<file path="src/rtl/css_pkg.sv">
// Shared constants, types and helpers for the cosine-squared switching unit.
`timescale 1ns / 1ps
`default_nettype none
package css_pkg;

  // Field widths and fixed-point formats.
  localparam int WORD_W       = 32;
  localparam int FRAC_BITS    = 16;
  localparam int RECIP_W      = 48;
  localparam int ANGLE_W      = 34;
  localparam int CORDIC_STEPS = 24;
  localparam int DIV_STEPS    = 31;

  // Pipeline layout: capture, divider, angle scale, rotations, five tail stages.
  localparam int PIPE_DEPTH  = DIV_STEPS + CORDIC_STEPS + 7;
  localparam int SLOPE_SHIFT = 61 - 2 * FRAC_BITS;

  localparam logic [30:0] ONE_Q30     = 31'd1073741824;
  localparam logic [30:0] HALF_PI_Q30 = 31'd1686629713;
  localparam logic signed [ANGLE_W-1:0] CORDIC_GAIN = 34'sd652032874;

  localparam logic [RECIP_W-1:0] RECIP_RESET = 48'd2147483648;
  localparam logic signed [WORD_W-1:0] WINDOW_LOW_RESET  = 32'sd0;
  localparam logic signed [WORD_W-1:0] WINDOW_HIGH_RESET = 32'sd65536;

  localparam logic signed [63:0] SAT_MAX = 64'sd2147483647;
  localparam logic signed [63:0] SAT_MIN = -64'sd2147483648;

  // Arctangent of 2^-i in Q2.30, truncated.
  localparam logic [31:0] ATAN_Q30 [32] = '{
    32'd843314856, 32'd497837829, 32'd263043836, 32'd133525158, 32'd67021686,
    32'd33543515, 32'd16775850, 32'd8388437, 32'd4194282, 32'd2097149,
    32'd1048575, 32'd524287, 32'd262143, 32'd131071, 32'd65535, 32'd32767,
    32'd16383, 32'd8191, 32'd4095, 32'd2047, 32'd1023, 32'd511, 32'd255,
    32'd127, 32'd63, 32'd31, 32'd15, 32'd8, 32'd4, 32'd2, 32'd1, 32'd0
  };

  // Configuration register indexes.
  typedef enum logic [0:0] {
    REG_WINDOW_LOW  = 1'b0,
    REG_WINDOW_HIGH = 1'b1
  } cfg_reg_t;

  // Values that ride along with every point in the pipeline.
  typedef struct packed {
    logic signed [WORD_W-1:0] u;
    logic signed [WORD_W-1:0] f;
    logic                     inwin;
    logic                     err;
  } pt_ctl_t;

  // Window state derived from the configuration registers.
  typedef struct packed {
    logic                     busy;
    logic signed [WORD_W-1:0] lo;
    logic [WORD_W-1:0]        span;
    logic [RECIP_W-1:0]       recip;
  } win_t;

  // Clamp a wide signed value to the signed 32-bit range.
  function automatic logic signed [WORD_W-1:0] sat32(input logic signed [63:0] v);
    logic signed [WORD_W-1:0] r;
    if (v > SAT_MAX) begin
      r = 32'sh7FFF_FFFF;
    end else if (v < SAT_MIN) begin
      r = 32'sh8000_0000;
    end else begin
      r = v[WORD_W-1:0];
    end
    return r;
  endfunction

endpackage
`default_nettype wire

</file>
<file path="src/rtl/css_recip.sv">
// Window bound ordering and bit-serial reciprocal of the window span.
`timescale 1ns / 1ps
`default_nettype none
module css_recip (
  input  wire logic                            clk,
  input  wire logic                            rst,
  input  wire logic                            start,
  input  wire logic signed [css_pkg::WORD_W-1:0] raw_lo,
  input  wire logic signed [css_pkg::WORD_W-1:0] raw_hi,
  output css_pkg::win_t                        win
);

  localparam int CNT_W = $clog2(css_pkg::RECIP_W);

  logic                              pending;
  logic                              busy;
  logic signed [css_pkg::WORD_W-1:0] lo;
  logic [css_pkg::WORD_W-1:0]        span;
  logic [css_pkg::RECIP_W-1:0]       recip;
  logic [css_pkg::RECIP_W-1:0]       quot;
  logic [css_pkg::WORD_W-1:0]        rem;
  logic [CNT_W-1:0]                  cnt;

  logic signed [css_pkg::WORD_W-1:0] ord_lo;
  logic signed [css_pkg::WORD_W-1:0] ord_hi;
  logic [css_pkg::WORD_W:0]          ord_span;
  logic [css_pkg::WORD_W:0]          rem_sh;
  logic [css_pkg::WORD_W:0]          rem_diff;
  logic                              ge;

  // Put the bounds in order and take their distance.
  always_comb begin
    if (raw_lo > raw_hi) begin
      ord_lo = raw_hi;
      ord_hi = raw_lo;
    end else begin
      ord_lo = raw_lo;
      ord_hi = raw_hi;
    end
    ord_span = {ord_hi[css_pkg::WORD_W-1], ord_hi} - {ord_lo[css_pkg::WORD_W-1], ord_lo};
  end

  // One quotient bit of 2^47 / span per cycle; the dividend has a single one at the top.
  always_comb begin
    rem_sh   = {rem, (cnt == CNT_W'(css_pkg::RECIP_W - 1))};
    ge       = rem_sh >= {1'b0, span};
    rem_diff = rem_sh - (ge ? {1'b0, span} : '0);
  end

  // Sequencer: a write arms it, the armed state loads the bounds, then 48 steps follow.
  always_ff @(posedge clk) begin
    if (rst) begin
      pending <= 1'b0;
      busy    <= 1'b0;
      lo      <= css_pkg::WINDOW_LOW_RESET;
      span    <= 32'(css_pkg::WINDOW_HIGH_RESET - css_pkg::WINDOW_LOW_RESET);
      recip   <= css_pkg::RECIP_RESET;
      cnt     <= '0;
    end else if (start) begin
      pending <= 1'b1;
      busy    <= 1'b0;
    end else if (pending) begin
      pending <= 1'b0;
      lo      <= ord_lo;
      span    <= ord_span[css_pkg::WORD_W-1:0];
      cnt     <= CNT_W'(css_pkg::RECIP_W - 1);
      if (ord_span[css_pkg::WORD_W-1:0] == '0) begin
        recip <= '0;
        busy  <= 1'b0;
      end else begin
        busy  <= 1'b1;
      end
    end else if (busy) begin
      cnt <= cnt - 1'b1;
      if (cnt == '0) begin
        recip <= {quot[css_pkg::RECIP_W-2:0], ge};
        busy  <= 1'b0;
      end
    end
  end

  // Divider datapath.
  always_ff @(posedge clk) begin
    if (pending) begin
      rem  <= '0;
      quot <= '0;
    end else if (busy) begin
      rem  <= rem_diff[css_pkg::WORD_W-1:0];
      quot <= {quot[css_pkg::RECIP_W-2:0], ge};
    end
  end

  assign win.busy  = busy | pending;
  assign win.lo    = lo;
  assign win.span  = span;
  assign win.recip = recip;

  // A write always leaves the sequencer armed on the next cycle.
  a_start_arms: assert property (@(posedge clk) disable iff (rst) start |=> pending)
    else $error("register write did not arm the reciprocal sequencer");
  // The step counter only runs down while the divider is working.
  a_cnt_moves: assert property (@(posedge clk) disable iff (rst)
    (!busy && !pending && !start) |=> $stable(cnt))
    else $error("reciprocal counter moved while idle");
  // A zero span never leaves the divider running.
  a_zero_idle: assert property (@(posedge clk) disable iff (rst)
    (busy && !start) |-> span != '0)
    else $error("divider running on a zero span");

endmodule
`default_nettype wire

</file>
<file path="config.mk">
export PLATFORM = sky130hd
export DESIGN_NAME = css_recip
export DESIGN_NICKNAME = d
export VERILOG_FILES = /design/src/rtl/css_pkg.sv /design/src/rtl/css_recip.sv
export SDC_FILE = /design/constraint.sdc
export NUM_CORES = 1
export LEC_CHECK = 0
export ABC_CLOCK_PERIOD_IN_PS = 7200
export BUFFER_PORTS_ARGS = -buffer_cell sky130_fd_sc_hd__buf_2
export CORE_MARGIN = 1.5
export CORE_UTILIZATION = 50
export CTS_CLUSTER_SIZE = 30
export DETAILED_ROUTE_END_ITERATION = 6
export GPL_ROUTABILITY_DRIVEN = 1
export HOLD_SLACK_MARGIN = 0.08
export PLACE_DENSITY = 0.74
export SLEW_MARGIN = 10
export SYNTH_ARGS = -nofsm -noshare
export SYNTH_HDL_FRONTEND = slang
export SYNTH_SLANG_ARGS = --single-unit
</file>
<file path="constraint.sdc">
create_clock -name clk -period 7.2 [get_ports clk]
set_input_delay 0.36 -clock clk [delete_from_list [all_inputs] [get_ports clk]]
set_output_delay 0.36 -clock clk [all_outputs]
set_load 0.02 [all_outputs]
</file>
==> impl_metrics.json <==
{
  "cp_max_fo": 4,
  "layout_common_cells": "194 x dfxtp_1, 183 x nand2_1, 179 x buf_2",
  "holdPathStages": 3,
  "final_common_cell": "dfxtp_1",
  "track_usage": 0.255,
  "clkSinkCount": 199,
  "synthToLayoutAreaGrowth_pct": 15.3,
  "ios": 180,
  "max-clock-path-buffers": 2,
  "crit_start": "cnt[3]",
  "critPathRequiredTime_ps": 7530,
  "holdPathEnd": "lo[15]",
  "synthArstFlopShare": 0,
  "yosys_most_used_dff": "dfxtp_1",
  "instances_no_fill": 2017,
  "netlist_area_um2": 12500,
  "die-width_um": 161,
  "cts_hold_buffers": 0,
  "combPwrFrac": 0.559,
  "grt_pass1_wl_um": 54500,
  "period_share": 0.949,
  "p_seq_frac": 0.244,
  "worst_pin_slew_ps": 1100,
  "fin_setup_tns_ps": 0,
  "dp.final_hpwl_um": 24600,
  "insertion_delay_ps": 440,
  "cp_common_cell": "a21o_1",
  "place_area_um2": 13700,
  "fin_area_um2": 14400,
  "post-route-min-period_ps": 6830,
  "synth_area_leaders": "dfxtp_1 32%, ha_1 9.8%, mux2i_1 6.5%",
  "slew_violations": 0,
  "peakVddDrop_v": 0.000270,
  "r2r_slack_ps": 370,
  "synth.avg_cell_area_um2": 8.15,
  "drv_cap": 0,
  "clock.fmax_mhz": 146,
  "io_buffers": 179,
  "slowest_delay_ps": 370,
  "r2r_end": "rem[30]",
  "power.internal_w": 0.00302,
  "pwr-share-clk": 0.198,
  "cp.arrival_ps": 7160,
  "die_area_um2": 26000,
  "r2r-start": "cnt[3]",
  "hold_path.class": "in2reg",
  "routed_wl_um": 33200,
  "path_class": "reg2reg",
  "drtPass1Iterations": 5,
  "outcome": "finished clean",
  "power.switching_w": 0.00220,
  "p_sw_frac": 0.422,
  "cp-end-kind": "flop",
  "ys_warn_count": 0,
  "hold_violations": 0,
  "initial_core_util": 0.511,
  "post_drt_wl_per_cell_um": 16.5,
  "place_inst": 1977,
  "num_rows": 57,
  "fillers": 2209,
  "final_layout_size_suffix_gt1_frac": 0.170,
  "regArea_um2": 3990,
  "fin_hold_ws_ps": 194,
  "die_y_um": 161,
  "synth_top_area_share": 0.318,
  "numCtsBuffers": 17,
  "powerDensity_nw_per_um2": 362,
  "vias_per_cell": 5.85,
  "p_leak_nw": 6.29,
  "cts.clk_slew.worst_paths_ps": 90,
  "cts-root-buf": "clkbuf_16",
  "grt_pass1_vias": 11116,
  "hold_path_startpoint": "raw_hi[15]",
  "grt_max_degree": 102,
  "relSlewSlack": 0.267,
  "grt_antenna_before_repair": 6,
  "ys_types": 78,
  "gp_congestion": 0.943,
  "layout.nets": 1843,
  "report.final.setup_viol": 0,
  "coreArea_um2": 24500,
  "reg2regPathDepth": 36,
  "ys_seq_area_frac": 0.318,
  "vias": 11808,
  "htree_levels": 4,
  "synth_cells": 1535,
  "synth_top_area_cell": "dfxtp_1",
  "drt-initial-drc-count": 802,
  "final_antenna_net_count": 0,
  "startpoint_type": "flop",
  "synth_seq_cells": 199,
  "drc": 0,
  "overflow": 0,
  "multi_input_area_um2": 7880,
  "fin_skew_ps": 13.6,
  "cts_tree": "done",
  "cp_slowest_cell": "dfxtp_2",
  "synth_fp_nets": 1701,
  "synth_edf_count": 0
}
final cells by class:
type / instances / share of cell area
diodes: 3 / 0.000521
well taps: 324 / 0.0281
multi-input cells: 1156 / 0.547
inverters: 93 / 0.0242
clock inverters: 15 / 0.0149
clock buffers: 17 / 0.0295
flip-flops and latches: 199 / 0.277
repair buffers: 210 / 0.0792
per-stage QoR:
step	utilization	total power [W]	worst slack [ps]
global route	0.589	0.00559	-48.7
CTS	0.585	0.00502	9.95
detailed placement	0.559	0.00396	-54.1
finish	0.589	0.00522	365
floorplan	-	0.00331	394
global placement	0.559	0.00390	174
synthesized netlist by cell type (8+ instances only):
master    number
nor3_1        34
o22ai_1       11
o21ai_0       38
or2_2          9
buf_1         13
inv_1         93
nand2_1      183
clkbuf_1      61
nand4_1       20
a311oi_1      24
nor2b_1       13
a32o_1        47
nand2b_1      29
a21o_1        29
a21oi_1       90
nor4_1         8
mux2i_1       81
ha_1          98
xnor2_1       27
o211ai_1      13
nor2_1       167
dfxtp_1      199
and3_1        16
nand3_1       26
and2_1        11
a31oi_1       11
a211oi_1      26
xor2_1        20
power groups by stage:
stage	registers, W	logic (W)	clock network, W
finish	0.00127	0.00292	0.00103
global route	0.00128	0.00321	0.00110
CTS	0.00127	0.00269	0.00106
detailed placement	0.00129	0.00266	0
global placement	0.00129	0.00261	0
floorplan	0.00129	0.00203	0
worst max path at each step:
stage	endpoint	slack, ps	cells after the start
2_1_floorplan	rem[30]	390	36
3_3_place_gp	rem[30]	170	36
3_5_place_dp	rem[30]	-50	36
4_1_cts	rem[30]	10	36
5_1_grt	rem[30]	-50	36
6_report	rem[30]	370	36
worst max-delay path: cells and delay by family, from the launching register on:
family / cells / cell delay, ps
AOI/OAI and AO/OA: 25 / 4500
buffers and inverters: 1 / 170
and+or+nand+nor: 6 / 730
DFF: 1 / 370
xor gates and xnor gates: 1 / 90
adders and majority gates: 3 / 850
routing by layer:
| layer | wire length, µm | track usage |
|---|---|---|
| met1 | 15200 | 0.341 |
| met2 | 15100 | 0.414 |
| met3 | 2140 | 0.0457 |
| met4 | 800 | 0.0846 |
| met5 | 34 | 0 |
state kept, by name (all words and copies together) (netlist names):
register	flops
lo	32
rem	32
recip	48
pending	1
quot	47
cnt	6
busy	1
span	32
logic make-up after synthesis:
kind of cell,Yosys count,share of synthesized area
and+or+nand+nor,550,0.205
AOI/OAI and AO/OA,376,0.218
DFF,199,0.318
buffers and inverters,180,0.0579
adders and majority gates,99,0.0996
muxes,84,0.0677
xor gates and xnor gates,47,0.0329
timing repair:
action | 4_1_cts | 5_1_grt
resized for setup | 2 | 19
hold endpoints to repair | 0 | 0
endpoints found under the setup margin | 2 | 10
pin swaps | 0 | 10
setup buffers | 0 | 5
No activity file was read; power rests on OpenSTA's default activity.
